--- config.mk ---
export PLATFORM = sky130hd
export DESIGN_NAME = adv_data_tlv_editor_top
export DESIGN_NICKNAME = d
export VERILOG_FILES = /design/src/sv/adte_pkg.sv /design/src/sv/adte_ram.sv /design/src/sv/adte_seq.sv /design/src/sv/adv_data_tlv_editor_top.sv
export SDC_FILE = /design/constraint.sdc
export NUM_CORES = 1
export LEC_CHECK = 0
export ABC_AREA = 1
export BUFFER_PORTS_ARGS = -buffer_cell sky130_fd_sc_hd__buf_2
export CELL_PAD_IN_SITES_DETAIL_PLACEMENT = 0
export CELL_PAD_IN_SITES_GLOBAL_PLACEMENT = 1
export CORE_MARGIN = 2
export CORE_UTILIZATION = 30
export DETAILED_ROUTE_END_ITERATION = 6
export MAX_ROUTING_LAYER = met4
export PLACE_DENSITY = 0.56
export SLEW_MARGIN = 20
export SYNTH_ARGS = -nofsm -noshare
export SYNTH_HDL_FRONTEND = slang
export SYNTH_SLANG_ARGS = --single-unit
--- constraint.sdc ---
create_clock -name clk -period 6.3 [get_ports clk]
set_input_delay 0.315 -clock clk [delete_from_list [all_inputs] [get_ports clk]]
set_output_delay 0.315 -clock clk [all_outputs]
set_load 0.05 [all_outputs]
--- src/sv/adte_pkg.sv ---
// shared types, codes and defaults for the advertising-data element editor
// no dependencies
package adte_pkg;

  localparam int BUF_BYTES_DEF = 32;
  localparam int MAX_VALUE_DEF = 29;

  localparam logic [2:0] CMD_CLEAR    = 3'd0;
  localparam logic [2:0] CMD_LOAD     = 3'd1;
  localparam logic [2:0] CMD_STAGE    = 3'd2;
  localparam logic [2:0] CMD_SET_ELEM = 3'd3;
  localparam logic [2:0] CMD_SET_NAME = 3'd4;
  localparam logic [2:0] CMD_READ     = 3'd5;

  localparam logic [1:0] ST_OK     = 2'd0;
  localparam logic [1:0] ST_REJECT = 2'd1;
  localparam logic [1:0] ST_FULL   = 2'd2;

  localparam logic [1:0] CFG_CAPACITY = 2'd0;
  localparam logic [1:0] CFG_COMPLETE = 2'd1;
  localparam logic [1:0] CFG_SHORT    = 2'd2;

  localparam logic [5:0] CAPACITY_RST = 6'd31;
  localparam logic [7:0] COMPLETE_RST = 8'd9;
  localparam logic [7:0] SHORT_RST    = 8'd8;

  typedef struct packed {
    logic [2:0] cmd;
    logic [7:0] data_byte;
    logic [7:0] ad_type;
    logic [4:0] read_index;
  } in_t;

  typedef struct packed {
    logic [1:0] status;
    logic [7:0] read_byte;
    logic [5:0] buf_len;
    logic       name_shortened;
  } out_t;

  typedef struct packed {
    logic [5:0] buffer_capacity;
    logic [7:0] complete_name_type;
    logic [7:0] short_name_type;
  } cfg_t;

  typedef enum logic [3:0] {
    S_IDLE,
    S_READ,
    S_CHK_RD,
    S_CHK_LEN,
    S_CHK_TYP,
    S_DECIDE,
    S_SH_RD,
    S_SH_WR,
    S_NAME_FIT,
    S_HDR_LEN,
    S_HDR_TYP,
    S_CP_RD,
    S_CP_WR,
    S_FIN
  } state_t;

endpackage

--- src/sv/adte_ram.sv ---
// generic simple dual-port ram, one write and one registered read port
// no dependencies
module adte_ram #(
  parameter int WIDTH = 8,
  parameter int DEPTH = 32,
  localparam int AW = (DEPTH > 1) ? $clog2(DEPTH) : 1
) (
  input  logic             clk,
  input  logic             we,
  input  logic [AW-1:0]    waddr,
  input  logic [WIDTH-1:0] wdata,
  input  logic [AW-1:0]    raddr,
  output logic [WIDTH-1:0] rdata
);

  logic [WIDTH-1:0] mem [DEPTH];

  always_ff @(posedge clk) begin
    if (we) begin
      mem[waddr] <= wdata;
    end
    rdata <= mem[raddr];
  end

endmodule

--- src/sv/adte_seq.sv ---
// editing sequencer: handshakes, chain walk, shift, append and copy steps
// depends on adte_pkg; drives the buffer and staging rams
module adte_seq #(
  parameter int BUF_BYTES = adte_pkg::BUF_BYTES_DEF,
  parameter int MAX_VALUE = adte_pkg::MAX_VALUE_DEF,
  localparam int AW  = $clog2(BUF_BYTES),
  localparam int VAW = (MAX_VALUE > 1) ? $clog2(MAX_VALUE) : 1
) (
  input  logic               clk,
  input  logic               rst_n,
  input  adte_pkg::cfg_t     cfg,
  input  logic               in_valid,
  output logic               in_ready,
  input  adte_pkg::in_t      in_data,
  output logic               out_valid,
  input  logic               out_ready,
  output adte_pkg::out_t     out_data,
  output logic               ad_we,
  output logic [AW-1:0]      ad_waddr,
  output logic [7:0]         ad_wdata,
  output logic [AW-1:0]      ad_raddr,
  input  logic [7:0]         ad_rdata,
  output logic               val_we,
  output logic [VAW-1:0]     val_waddr,
  output logic [7:0]         val_wdata,
  output logic [VAW-1:0]     val_raddr,
  input  logic [7:0]         val_rdata
);

  localparam int LW  = $clog2(BUF_BYTES + 1);
  localparam int VW  = $clog2(MAX_VALUE + 1);
  localparam int MW  = (LW > VW) ? LW : VW;
  localparam int MW8 = (MW > 8) ? MW : 8;
  localparam int CW  = MW8 + 2;

  adte_pkg::state_t state_r, state_nxt;

  logic [LW-1:0] used_r, used_nxt;
  logic [VW-1:0] vcnt_r, vcnt_nxt;
  logic          vovf_r, vovf_nxt;
  logic          name_r, name_nxt;
  logic [7:0]    type_r, type_nxt;
  logic [LW-1:0] pos_r, pos_nxt;
  logic [7:0]    len_r, len_nxt;
  logic          f1_r, f1_nxt;
  logic [LW-1:0] f1pos_r, f1pos_nxt;
  logic [7:0]    f1len_r, f1len_nxt;
  logic          f2_r, f2_nxt;
  logic [LW-1:0] f2pos_r, f2pos_nxt;
  logic [7:0]    f2len_r, f2len_nxt;
  logic [7:0]    sellen_r, sellen_nxt;
  logic [LW-1:0] src_r, src_nxt;
  logic [LW-1:0] dst_r, dst_nxt;
  logic [VW-1:0] j_r, j_nxt;
  logic [VW-1:0] n_r, n_nxt;
  logic [7:0]    app_r, app_nxt;
  logic [1:0]    status_r, status_nxt;
  logic          short_r, short_nxt;
  logic          out_valid_r, out_valid_nxt;
  adte_pkg::out_t out_data_r, out_data_nxt;

  logic           accept;
  logic           res_we;
  adte_pkg::out_t res;
  logic [CW-1:0]  capc;
  logic [CW-1:0]  avail;
  logic [7:0]     t1;
  logic           chk_bad;
  logic           sel_f;
  logic [LW-1:0]  sel_pos;
  logic [7:0]     sel_len;

  assign in_ready  = (state_r == adte_pkg::S_IDLE) && (!out_valid_r || out_ready);
  assign accept    = in_valid && in_ready;
  assign out_valid = out_valid_r;
  assign out_data  = out_data_r;

  assign capc = (CW'(cfg.buffer_capacity) > CW'(BUF_BYTES)) ? CW'(BUF_BYTES)
                                                          : CW'(cfg.buffer_capacity);
  assign avail   = capc - CW'(used_r);
  assign t1      = name_r ? cfg.complete_name_type : type_r;
  assign chk_bad = (ad_rdata == 8'd0) ||
                   (CW'(ad_rdata) > (CW'(used_r) - CW'(pos_r) - CW'(1)));
  assign sel_f   = f1_r || (name_r && f2_r);
  assign sel_pos = f1_r ? f1pos_r : f2pos_r;
  assign sel_len = f1_r ? f1len_r : f2len_r;

  // next state
  always_comb begin
    state_nxt = state_r;
    case (state_r)
      adte_pkg::S_IDLE: begin
        if (accept) begin
          if (in_data.cmd == adte_pkg::CMD_SET_ELEM ||
              in_data.cmd == adte_pkg::CMD_SET_NAME) begin
            if (vovf_r || CW'(used_r) > capc) begin
              state_nxt = adte_pkg::S_FIN;
            end else begin
              state_nxt = adte_pkg::S_CHK_RD;
            end
          end else if (in_data.cmd == adte_pkg::CMD_READ &&
                       CW'(in_data.read_index) < CW'(used_r) &&
                       CW'(in_data.read_index) < CW'(BUF_BYTES)) begin
            state_nxt = adte_pkg::S_READ;
          end
        end
      end
      adte_pkg::S_READ: state_nxt = adte_pkg::S_IDLE;
      adte_pkg::S_CHK_RD: begin
        state_nxt = (pos_r >= used_r) ? adte_pkg::S_DECIDE : adte_pkg::S_CHK_LEN;
      end
      adte_pkg::S_CHK_LEN: begin
        state_nxt = chk_bad ? adte_pkg::S_FIN : adte_pkg::S_CHK_TYP;
      end
      adte_pkg::S_CHK_TYP: state_nxt = adte_pkg::S_CHK_RD;
      adte_pkg::S_DECIDE: begin
        if (name_r) begin
          state_nxt = sel_f ? adte_pkg::S_SH_RD : adte_pkg::S_NAME_FIT;
        end else if (f1_r && CW'(f1len_r) == CW'(vcnt_r) + CW'(1)) begin
          state_nxt = adte_pkg::S_CP_RD;
        end else if (f1_r) begin
          if (CW'(used_r) - CW'(f1len_r) - CW'(1) + CW'(vcnt_r) + CW'(2) > capc) begin
            state_nxt = adte_pkg::S_FIN;
          end else begin
            state_nxt = adte_pkg::S_SH_RD;
          end
        end else if (CW'(used_r) + CW'(vcnt_r) + CW'(2) > capc) begin
          state_nxt = adte_pkg::S_FIN;
        end else begin
          state_nxt = adte_pkg::S_HDR_LEN;
        end
      end
      adte_pkg::S_SH_RD: begin
        if (src_r >= used_r) begin
          state_nxt = name_r ? adte_pkg::S_NAME_FIT : adte_pkg::S_HDR_LEN;
        end else begin
          state_nxt = adte_pkg::S_SH_WR;
        end
      end
      adte_pkg::S_SH_WR: state_nxt = adte_pkg::S_SH_RD;
      adte_pkg::S_NAME_FIT: begin
        state_nxt = (avail < CW'(2)) ? adte_pkg::S_FIN : adte_pkg::S_HDR_LEN;
      end
      adte_pkg::S_HDR_LEN: state_nxt = adte_pkg::S_HDR_TYP;
      adte_pkg::S_HDR_TYP: state_nxt = adte_pkg::S_CP_RD;
      adte_pkg::S_CP_RD: begin
        state_nxt = (j_r >= n_r) ? adte_pkg::S_FIN : adte_pkg::S_CP_WR;
      end
      adte_pkg::S_CP_WR: state_nxt = adte_pkg::S_CP_RD;
      adte_pkg::S_FIN: state_nxt = adte_pkg::S_IDLE;
      default: state_nxt = adte_pkg::S_IDLE;
    endcase
  end

  // datapath and outputs
  always_comb begin
    used_nxt   = used_r;
    vcnt_nxt   = vcnt_r;
    vovf_nxt   = vovf_r;
    name_nxt   = name_r;
    type_nxt   = type_r;
    pos_nxt    = pos_r;
    len_nxt    = len_r;
    f1_nxt     = f1_r;
    f1pos_nxt  = f1pos_r;
    f1len_nxt  = f1len_r;
    f2_nxt     = f2_r;
    f2pos_nxt  = f2pos_r;
    f2len_nxt  = f2len_r;
    sellen_nxt = sellen_r;
    src_nxt    = src_r;
    dst_nxt    = dst_r;
    j_nxt      = j_r;
    n_nxt      = n_r;
    app_nxt    = app_r;
    status_nxt = status_r;
    short_nxt  = short_r;
    ad_we      = 1'b0;
    ad_waddr   = '0;
    ad_wdata   = '0;
    ad_raddr   = '0;
    val_we     = 1'b0;
    val_waddr  = '0;
    val_wdata  = '0;
    val_raddr  = '0;
    res_we     = 1'b0;
    res        = '0;
    case (state_r)
      adte_pkg::S_IDLE: begin
        if (accept) begin
          res_we = 1'b1;
          case (in_data.cmd)
            adte_pkg::CMD_CLEAR: begin
              used_nxt = '0;
              vcnt_nxt = '0;
              vovf_nxt = 1'b0;
            end
            adte_pkg::CMD_LOAD: begin
              if (CW'(used_r) < CW'(BUF_BYTES)) begin
                ad_we    = 1'b1;
                ad_waddr = AW'(used_r);
                ad_wdata = in_data.data_byte;
                used_nxt = LW'(CW'(used_r) + CW'(1));
              end else begin
                res.status = adte_pkg::ST_FULL;
              end
            end
            adte_pkg::CMD_STAGE: begin
              if (CW'(vcnt_r) < CW'(MAX_VALUE)) begin
                val_we    = 1'b1;
                val_waddr = VAW'(vcnt_r);
                val_wdata = in_data.data_byte;
                vcnt_nxt  = VW'(CW'(vcnt_r) + CW'(1));
              end else begin
                vovf_nxt   = 1'b1;
                res.status = adte_pkg::ST_FULL;
              end
            end
            adte_pkg::CMD_SET_ELEM, adte_pkg::CMD_SET_NAME: begin
              res_we     = 1'b0;
              name_nxt   = (in_data.cmd == adte_pkg::CMD_SET_NAME);
              type_nxt   = in_data.ad_type;
              status_nxt = adte_pkg::ST_REJECT;
              short_nxt  = 1'b0;
              pos_nxt    = '0;
              f1_nxt     = 1'b0;
              f2_nxt     = 1'b0;
            end
            adte_pkg::CMD_READ: begin
              if (CW'(in_data.read_index) < CW'(used_r) &&
                  CW'(in_data.read_index) < CW'(BUF_BYTES)) begin
                res_we   = 1'b0;
                ad_raddr = AW'(in_data.read_index);
              end
            end
            default: ;
          endcase
          res.buf_len = 6'(used_nxt);
        end
      end
      adte_pkg::S_READ: begin
        res_we        = 1'b1;
        res.read_byte = ad_rdata;
        res.buf_len   = 6'(used_r);
      end
      adte_pkg::S_CHK_RD: begin
        ad_raddr = AW'(pos_r);
      end
      adte_pkg::S_CHK_LEN: begin
        len_nxt  = ad_rdata;
        ad_raddr = AW'(CW'(pos_r) + CW'(1));
      end
      adte_pkg::S_CHK_TYP: begin
        if (!f1_r && ad_rdata == t1) begin
          f1_nxt    = 1'b1;
          f1pos_nxt = pos_r;
          f1len_nxt = len_r;
        end
        if (name_r && !f2_r && ad_rdata == cfg.short_name_type) begin
          f2_nxt    = 1'b1;
          f2pos_nxt = pos_r;
          f2len_nxt = len_r;
        end
        pos_nxt = LW'(CW'(pos_r) + CW'(len_r) + CW'(1));
      end
      adte_pkg::S_DECIDE: begin
        n_nxt      = vcnt_r;
        j_nxt      = '0;
        app_nxt    = type_r;
        sellen_nxt = sel_len;
        src_nxt    = LW'(CW'(sel_pos) + CW'(sel_len) + CW'(1));
        dst_nxt    = sel_pos;
        status_nxt = adte_pkg::ST_OK;
        if (!name_r) begin
          if (f1_r && CW'(f1len_r) == CW'(vcnt_r) + CW'(1)) begin
            dst_nxt = LW'(CW'(f1pos_r) + CW'(2));
          end else if (f1_r) begin
            if (CW'(used_r) - CW'(f1len_r) - CW'(1) + CW'(vcnt_r) + CW'(2) > capc) begin
              status_nxt = adte_pkg::ST_REJECT;
            end
          end else if (CW'(used_r) + CW'(vcnt_r) + CW'(2) > capc) begin
            status_nxt = adte_pkg::ST_REJECT;
          end
        end
      end
      adte_pkg::S_SH_RD: begin
        if (src_r >= used_r) begin
          used_nxt = LW'(CW'(used_r) - CW'(sellen_r) - CW'(1));
        end else begin
          ad_raddr = AW'(src_r);
        end
      end
      adte_pkg::S_SH_WR: begin
        ad_we    = 1'b1;
        ad_waddr = AW'(dst_r);
        ad_wdata = ad_rdata;
        src_nxt  = LW'(CW'(src_r) + CW'(1));
        dst_nxt  = LW'(CW'(dst_r) + CW'(1));
      end
      adte_pkg::S_NAME_FIT: begin
        app_nxt = cfg.complete_name_type;
        if (avail < CW'(2)) begin
          status_nxt = adte_pkg::ST_REJECT;
        end else if (CW'(n_r) + CW'(2) > avail) begin
          n_nxt     = VW'(avail - CW'(2));
          app_nxt   = cfg.short_name_type;
          short_nxt = 1'b1;
        end
      end
      adte_pkg::S_HDR_LEN: begin
        ad_we    = 1'b1;
        ad_waddr = AW'(used_r);
        ad_wdata = 8'(CW'(n_r) + CW'(1));
      end
      adte_pkg::S_HDR_TYP: begin
        ad_we    = 1'b1;
        ad_waddr = AW'(CW'(used_r) + CW'(1));
        ad_wdata = app_r;
        dst_nxt  = LW'(CW'(used_r) + CW'(2));
        used_nxt = LW'(CW'(used_r) + CW'(n_r) + CW'(2));
        j_nxt    = '0;
      end
      adte_pkg::S_CP_RD: begin
        val_raddr = VAW'(j_r);
      end
      adte_pkg::S_CP_WR: begin
        ad_we    = 1'b1;
        ad_waddr = AW'(dst_r);
        ad_wdata = val_rdata;
        j_nxt    = VW'(CW'(j_r) + CW'(1));
        dst_nxt  = LW'(CW'(dst_r) + CW'(1));
      end
      adte_pkg::S_FIN: begin
        res_we             = 1'b1;
        res.status         = status_r;
        res.buf_len        = 6'(used_r);
        res.name_shortened = short_r && (status_r == adte_pkg::ST_OK);
        vcnt_nxt           = '0;
        vovf_nxt           = 1'b0;
      end
      default: ;
    endcase
  end

  always_comb begin
    out_valid_nxt = out_valid_r && !out_ready;
    out_data_nxt  = out_data_r;
    if (res_we) begin
      out_valid_nxt = 1'b1;
      out_data_nxt  = res;
    end
  end

  always_ff @(posedge clk) begin
    if (!rst_n) begin
      state_r     <= adte_pkg::S_IDLE;
      used_r      <= '0;
      vcnt_r      <= '0;
      vovf_r      <= 1'b0;
      out_valid_r <= 1'b0;
    end else begin
      state_r     <= state_nxt;
      used_r      <= used_nxt;
      vcnt_r      <= vcnt_nxt;
      vovf_r      <= vovf_nxt;
      out_valid_r <= out_valid_nxt;
    end
  end

  always_ff @(posedge clk) begin
    name_r     <= name_nxt;
    type_r     <= type_nxt;
    pos_r      <= pos_nxt;
    len_r      <= len_nxt;
    f1_r       <= f1_nxt;
    f1pos_r    <= f1pos_nxt;
    f1len_r    <= f1len_nxt;
    f2_r       <= f2_nxt;
    f2pos_r    <= f2pos_nxt;
    f2len_r    <= f2len_nxt;
    sellen_r   <= sellen_nxt;
    src_r      <= src_nxt;
    dst_r      <= dst_nxt;
    j_r        <= j_nxt;
    n_r        <= n_nxt;
    app_r      <= app_nxt;
    status_r   <= status_nxt;
    short_r    <= short_nxt;
    out_data_r <= out_data_nxt;
  end

  a_fin_slot_free: assert property (@(posedge clk) disable iff (!rst_n)
    state_r == adte_pkg::S_FIN |-> !out_valid_r)
    else $error("edit result with output slot occupied");

  a_used_bound: assert property (@(posedge clk) disable iff (!rst_n)
    CW'(used_r) <= CW'(BUF_BYTES))
    else $error("used length beyond buffer");

  a_stage_bound: assert property (@(posedge clk) disable iff (!rst_n)
    CW'(vcnt_r) <= CW'(MAX_VALUE))
    else $error("staged count beyond staging store");

  a_edit_consumes: assert property (@(posedge clk) disable iff (!rst_n)
    state_r == adte_pkg::S_FIN |=> vcnt_r == '0 && !vovf_r)
    else $error("staged value not consumed by edit");

endmodule

--- src/sv/adv_data_tlv_editor_top.sv ---
// top level of the advertising-data element editor: config registers, rams, sequencer
// depends on adte_pkg, adte_ram, adte_seq
// Clear, load, stage and unused commands finish when accepted; a read of a valid index
// also passes through a read state. An edit runs decide and result steps plus, per
// element of the chain check, a read, a length and a type step; a read and a write per
// byte moved when an old element is removed; a length and a type write for the new
// header; and a read and a write per value byte copied. An early reject goes straight
// to the result step. Bytes move one at a time, set by the single registered read port.
// Results leave through an output register; a new beat is taken once the previous
// item is done and its result slot is free or draining.
module adv_data_tlv_editor_top #(
  parameter int BUF_BYTES = adte_pkg::BUF_BYTES_DEF,
  parameter int MAX_VALUE = adte_pkg::MAX_VALUE_DEF
) (
  input  logic           clk,
  input  logic           rst_n,
  input  logic           cfg_we,
  input  logic [1:0]     cfg_index,
  input  logic [7:0]     cfg_data,
  input  logic           in_valid,
  output logic           in_ready,
  input  adte_pkg::in_t  in_data,
  output logic           out_valid,
  input  logic           out_ready,
  output adte_pkg::out_t out_data
);

  localparam int AW  = $clog2(BUF_BYTES);
  localparam int VAW = (MAX_VALUE > 1) ? $clog2(MAX_VALUE) : 1;

  adte_pkg::cfg_t cfg_r, cfg_nxt;

  logic           ad_we;
  logic [AW-1:0]  ad_waddr;
  logic [7:0]     ad_wdata;
  logic [AW-1:0]  ad_raddr;
  logic [7:0]     ad_rdata;
  logic           val_we;
  logic [VAW-1:0] val_waddr;
  logic [7:0]     val_wdata;
  logic [VAW-1:0] val_raddr;
  logic [7:0]     val_rdata;

  always_comb begin
    cfg_nxt = cfg_r;
    if (cfg_we) begin
      case (cfg_index)
        adte_pkg::CFG_CAPACITY: cfg_nxt.buffer_capacity    = cfg_data[5:0];
        adte_pkg::CFG_COMPLETE: cfg_nxt.complete_name_type = cfg_data;
        adte_pkg::CFG_SHORT:    cfg_nxt.short_name_type    = cfg_data;
        default: ;
      endcase
    end
  end

  always_ff @(posedge clk) begin
    if (!rst_n) begin
      cfg_r.buffer_capacity    <= adte_pkg::CAPACITY_RST;
      cfg_r.complete_name_type <= adte_pkg::COMPLETE_RST;
      cfg_r.short_name_type    <= adte_pkg::SHORT_RST;
    end else begin
      cfg_r <= cfg_nxt;
    end
  end

  adte_ram #(.WIDTH(8), .DEPTH(BUF_BYTES)) u_ad_ram (
    .clk   (clk),
    .we    (ad_we),
    .waddr (ad_waddr),
    .wdata (ad_wdata),
    .raddr (ad_raddr),
    .rdata (ad_rdata)
  );

  adte_ram #(.WIDTH(8), .DEPTH(MAX_VALUE)) u_val_ram (
    .clk   (clk),
    .we    (val_we),
    .waddr (val_waddr),
    .wdata (val_wdata),
    .raddr (val_raddr),
    .rdata (val_rdata)
  );

  adte_seq #(.BUF_BYTES(BUF_BYTES), .MAX_VALUE(MAX_VALUE)) u_seq (
    .clk       (clk),
    .rst_n     (rst_n),
    .cfg       (cfg_r),
    .in_valid  (in_valid),
    .in_ready  (in_ready),
    .in_data   (in_data),
    .out_valid (out_valid),
    .out_ready (out_ready),
    .out_data  (out_data),
    .ad_we     (ad_we),
    .ad_waddr  (ad_waddr),
    .ad_wdata  (ad_wdata),
    .ad_raddr  (ad_raddr),
    .ad_rdata  (ad_rdata),
    .val_we    (val_we),
    .val_waddr (val_waddr),
    .val_wdata (val_wdata),
    .val_raddr (val_raddr),
    .val_rdata (val_rdata)
  );

endmodule
# Word level (Yosys, flattened, before mapping)
# Memories as Yosys holds them, arrays and structs flattened. A register that Yosys moved wholly into a read port is not among the register bits.
# Index checks and enable logic that the tools add are counted.
# word_totals
regBits,146
ram_bits,488
input_bits,39
output_inout_bits,19
word_cells,275
memories,2
# op_classes
n_addsub,28
n_lt_le_gt_ge,13
eq_ne,35
n_mux,112
n_reduce_logical,55
# memory_table
name,depth,width,rd,rd_ports_with_merged_regs,wr,line,rtl
u_ad_ram.mem,32,8,1,1,1,adte_ram.sv:16,logic [WIDTH-1:0] mem [DEPTH];
u_val_ram.mem,29,8,1,1,1,adte_ram.sv:16,
# op_table
op,count
two-way mux 5 bit,16
two-way mux 8 bit,10
two-way mux 6 bit,11
one-hot mux 6 bit (2 select lines),4
two-way mux 4 bit,11
one-hot mux 4 bit (11 select lines),1
one-hot mux 5 bit (2 select lines),4
one-hot mux 5 bit (4 select lines),2
one-hot mux 8 bit (5 select lines),1
one-hot mux 6 bit (3 select lines),2
"adder 6 x 1 -> 6 bit, second input constant",5
two-way mux 1 bit,26
"equality test 4 bit, second input constant",6
"adder 10 x 2 -> 10 bit, second input constant",2
> comparator 10 bit,2
> comparator 6 x 10 -> 1 bit,2
AND reduction 4 bit,5
"subtractor 10 x 1 -> 10 bit, second input constant",2
"adder 6 x 2 -> 6 bit, second input constant",3
two-way mux 2 bit,9
"equality test 4 x 3 -> 1 bit, second input constant",4
equality test 8 bit,2
one-hot mux 1 bit (2 select lines),8
one-hot mux 8 bit (2 select lines),1
other kinds (48),104

# Logic depth before layout (Yosys ltp)
# logic_depth
word_depth,10
mapped_depth,29
depth_no_buf,29

# Cells and area by module
# A second synthesis with hierarchy kept.
# hier_totals
hier_cells,3156
area_unflattened_um2,31689.1
# by_module_without_submodules
module,n_inst,cells_each,area_per_inst_um2,seq_area_each_um2
adte_ram at u_ad_ram,1,922,10787.8,7847.5
adte_seq,1,1258,10199.8,3493.4
adte_ram at u_val_ram,1,849,9776.9,7126.8
adv_data_tlv_editor_top,1,127,924.6,440.4

# Least setup slack after synthesis
# OpenSTA, ideal clock, no wires.
# synth_timing
path_kind,register to register
start,register u_seq.used_r[0]
end,register u_seq.state_r[3]
setup_time_ns,0.128
arrival_time_ns,3.552
required_time_ns,6.172
slack_ns,2.620
stages_incl_launch_ff,25
n_path_buf,0
synth_period_minus_slack_ns,3.680
path_cell_list,dfxtp_1 > inv_1 > ha_1 > fa_1 > xnor2_1 > ha_1 > a21oi_1 > nand2_1 > a21oi_1 > o21ai_0 > xnor2_1 > ha_1 > nand2_1 > nor2_1 > nand3_1 > nand2_1 > inv_1 > nor2_1 > nand2_1 > inv_1 > nand3_1 > o21bai_1 > nand3_1 > nand2_1 > nor2_1
# synth_between
elab_chain_len,10
elab_cells_between_ends,26
cone_classes,6 x add/sub; 5 x order compare; 1 x eq/ne; 10 x mux; 4 x reduce/logical
# synth_rtl
element,line,rtl
"start, declared",adte_seq.sv:38,"logic [LW-1:0] used_r, used_nxt;"
"start signal, assigned",adte_seq.sv:363,used_r <= used_nxt;
subtractor 6 x 8 -> 9 bit,adte_seq.sv:122,if (CW'(used_r) - CW'(f1len_r) - CW'(1) + CW'(vcnt_r) + CW'(2) > capc) begin
subtractor 10 x 1 -> 10 bit,adte_seq.sv:122,
adder 10 x 5 -> 10 bit,adte_seq.sv:122,
adder 10 x 2 -> 10 bit,adte_seq.sv:122,
> comparator 10 bit,adte_seq.sv:122,
two-way mux 4 bit,adte_seq.sv:122,
two-way mux 4 bit,adte_seq.sv:121,end else if (f1_r) begin
two-way mux 4 bit,adte_seq.sv:119,end else if (f1_r && CW'(f1len_r) == CW'(vcnt_r) + CW'(1)) begin
two-way mux 4 bit,adte_seq.sv:117,if (name_r) begin
one-hot mux 4 bit (11 select lines),adte_seq.sv:91,case (state_r)
"end signal, assigned",adte_seq.sv:356,state_r <= adte_pkg::S_IDLE;
"end signal, assigned",adte_seq.sv:362,state_r <= state_nxt;
"end, declared",adte_seq.sv:36,"adte_pkg::state_t state_r, state_nxt;"
# Several ways; a longest one is shown, not always the timed one. The select of a mux whose other input is x is not followed.
# A chain may end at the register's enable or synchronous reset.

# Final worst setup path
# Ends and elaborated chain as after synthesis.

==> impl_metrics.tcl <==
set metrics [dict create \
    grt_pass1_vias 22700 \
    worstMarginPinSlew_ns 1.13 \
    power_leakage_nw 14.4 \
    clk_pin_slew_ns 0.06 \
    ys.warnings.count 0 \
    clock_sinks 648 \
    syn_inst 3231 \
    dr.pass1.iters 5 \
    hold_buffers 13 \
    power_density_nw_per_um2 290 \
    maxSlewHeadroom_pct 24.7 \
    holdCritPathClass "in -> reg" \
    hold_start "cfg_data[1]" \
    cp-start-kind "flop" \
    grt_pass1_wl_um 153000 \
    fin_skew_ns 0.0308 \
    grt_max_degree 97 \
    initial_core_util_pct 30.3 \
    setup_slack_ns 1.83 \
    synth_top_flop_cell "edfxtp_1" \
    avgSynthCellArea_um2 10.0 \
    cp_max_fo 11 \
    rsz0062_at_grt "false" \
    cp_slowest_cell "dfxtp_1" \
    ios 58 \
    clk_latency_ns 0.64 \
    route.antenna.remaining_nets 0 \
    postSynth.asyncResetShare_pct 0 \
    via_per_inst 4.93 \
    ys_top_cells_by_count "edfxtp_1, nand2_1, inv_1, nand3_1, nor2_1" \
    hold_viol 0 \
    ys_seq_elements 648 \
    drv_cap 0 \
    synth_top_cell_area_share_pct 55.0 \
    ir_drop_v 0.000166 \
    min_period_over_period_pct 71.0 \
    gp_congestion 0.880 \
    yosysSeqAreaShare_pct 58.4 \
    drtIter0Drc 1782 \
    rrSetupSlack_ns 1.83 \
    totalPowerFinal_w 0.0108 \
    drive_gt1_share_pct 11.6 \
    pre_cts_slack_ns 1.84 \
    final_util_pct 34.7 \
    layout_min_cycle_time_ns 4.47 \
    critPathKind "reg -> reg" \
    fin_area_um2 37200 \
    io_buffers 57 \
    antenna_found_initial 6 \
    die_h_um 333 \
    finalSetupTns_ns 0 \
    setup_viol 0 \
    worstSetupEndpointType "flop" \
    post_cts_resized 0 \
    crit_chain "inv_1, ha_1, fa_1, xnor2_1, ha_1, a21oi_1, nand2_1, a21oi_1, o21ai_0, xnor2_1, ha_1, nand2_1, nor2_1, nand3_1, nand2_1, inv_1, nor2_1, nand2_1, inv_1, nand3_1, o21bai_1, nand3_1, nand2_1, nor2_1" \
    crit_family "adder cells" \
    crit_buf_inv 3 \
    yosysMostFrequentCell "edfxtp_1" \
    crit_top_cell "nand2_1" \
    max_freq_mhz 224 \
    placed_area_um2 34400 \
    die_w_um 333 \
    worstRegToRegCells 24 \
    max_stage_delay_ns 0.67 \
    cts_made_buffers 78 \
    synth-edff-count 593 \
    cts_buffer_depth 3 \
    r2r-start "u_seq.used_r[0]" \
    htree_levels 3 \
    clockRootBuffer "clkbuf_16" \
    wl_per_cell_um 21.7 \
    dieArea_um2 111000 \
    status "finished, final reports clean" \
    r2r-end "u_seq.state_r[3]" \
    core_area_um2 107000 \
    layout.nets 3452 \
    num_rows 120 \
    cts_tree "done" \
    drcViolationCount 0 \
    cp.required_ns 6.81 \
    dr_total_vias 23500 \
    hold_depth 3 \
    synthTopCellsByArea "edfxtp_1, nand3_1, nand2_1" \
    syn_area_um2 32400 \
    critPathArrivalTime_ns 4.98 \
    post-cts-setup-buffers 0 \
    whs_endpoint "cfg_r[17]" \
    wl_um 103000 \
    synth_cell_types 53 \
    syn_nets 3392 \
    slew_violations 0 \
    yosys.area.top_type "edfxtp_1" \
    grt_overflow 0 \
    syn2layout_area_growth_pct 14.7 \
    dp_hpwl_um 68300 \
    track_usage_pct 19.0 \
]
stage by stage:
step | std cells | hold slack (ns)
6_report | 4761 | 0.0402
4_1_cts | 4759 | 0.00200
3_3_place_gp | 4601 | 0.405
5_1_grt | 4760 | 0.0441
2_1_floorplan | 3231 | 0.400
3_5_place_dp | 4601 | 0.405
layout by cell type (no fill, tap or decap), drive strengths merged, types with 10 or more instances in the layout:
master	netlist	routed
a21oi	78	78
a221oi	10	10
a31oi	16	16
buf	59	109
clkbuf	83	104
clkinv	4	36
dfxtp	55	55
dlygate4sd3	0	13
edfxtp	593	593
ha	113	113
inv	466	467
nand2	486	486
nand3	371	371
nand4	146	146
nor2	238	238
nor3	18	18
o211ai	122	122
o21ai	108	108
o22ai	18	18
or2	121	121
xnor2	14	14
xor2	38	38
cells by family (layout without fill, tap and decap cells):
group / Yosys count / count (layout) / synth area share (%)
other: 0 / 2 / 0
adder cells (fa/ha/maj): 122 / 122 / 4.92
AND/OR/NAND/NOR: 1398 / 1398 / 20.0
multiplexers: 3 / 3 / 0.0927
XOR/XNOR: 52 / 52 / 1.41
AO/OA/AOI/OAI: 396 / 396 / 7.73
flip-flops: 648 / 648 / 58.4
buffers and inverters: 612 / 737 / 7.45
worst max-delay path by stage:
stage,start,to,depth (start not counted)
final,u_seq.used_r[0],u_seq.state_r[3],24
after floorplan,u_seq.used_r[0],u_seq.state_r[3],24
after global placement,u_seq.used_r[0],u_seq.state_r[0],26
after global routing,u_seq.used_r[0],u_seq.state_r[3],25
after detailed placement,u_seq.used_r[0],u_seq.state_r[0],26
after CTS,u_seq.used_r[0],u_seq.state_r[3],24
registers in the layout (all words and copies together), names as in the netlist, 8 cells and up:
register and count:
u_val_ram.rdata 8, cfg_r 22, u_seq.app_r 8, u_seq.type_r 8, u_seq.len_r 8, u_ad_ram.mem 256
u_val_ram.mem 232, u_seq.out_data 17, u_ad_ram.rdata 8, u_seq.f1len_r 8
worst reg2reg max path, cell delays in order (launching register included):
cell      delay (ns)
dfxtp_1         0.67
inv_1           0.37
ha_1            0.33
fa_1            0.46
xnor2_1         0.15
ha_1            0.34
a21oi_1         0.14
nand2_1         0.09
a21oi_1         0.17
o21ai_0         0.12
xnor2_1         0.14
ha_1            0.29
nand2_1         0.06
nor2_1          0.13
nand3_1         0.08
nand2_1         0.08
inv_1           0.05
nor2_1          0.08
nand2_1         0.06
inv_1           0.09
nand3_1         0.11
o21bai_1        0.14
nand3_1         0.09
nand2_1         0.06
nor2_1          0.04
power breakdown:
part / internal (W) / leakage, nW / switching (W) / total (W)
logic: 0.000421 / 7.80 / 0.000913 / 0.00133
clock network: 0.00279 / 1.31 / 0.00187 / 0.00466
registers: 0.00472 / 5.27 / 0.0000713 / 0.00480
per-layer routing:
| layer | part of all wire, % | wire (µm) | global-route usage [%] |
|---|---|---|---|
| met1 | 48 | 50000 | 27.0 |
| met2 | 45 | 46500 | 28.7 |
| met3 | 4.6 | 4770 | 2.44 |
| met4 | 2.0 | 2050 | 4.69 |
| met5 | 0 | 0 | - |
final cells by class:
type	count	area, µm²
diodes	2	5.00
clock buffers	104	2190
clock inverters	41	449
fillers	10800	69900
inverters	470	1770
multi-input cells	1971	11300
flip-flops and latches	648	18900
well taps	1403	1760
repair buffers	122	818
Note: power is estimated with default switching activity, not from simulation.
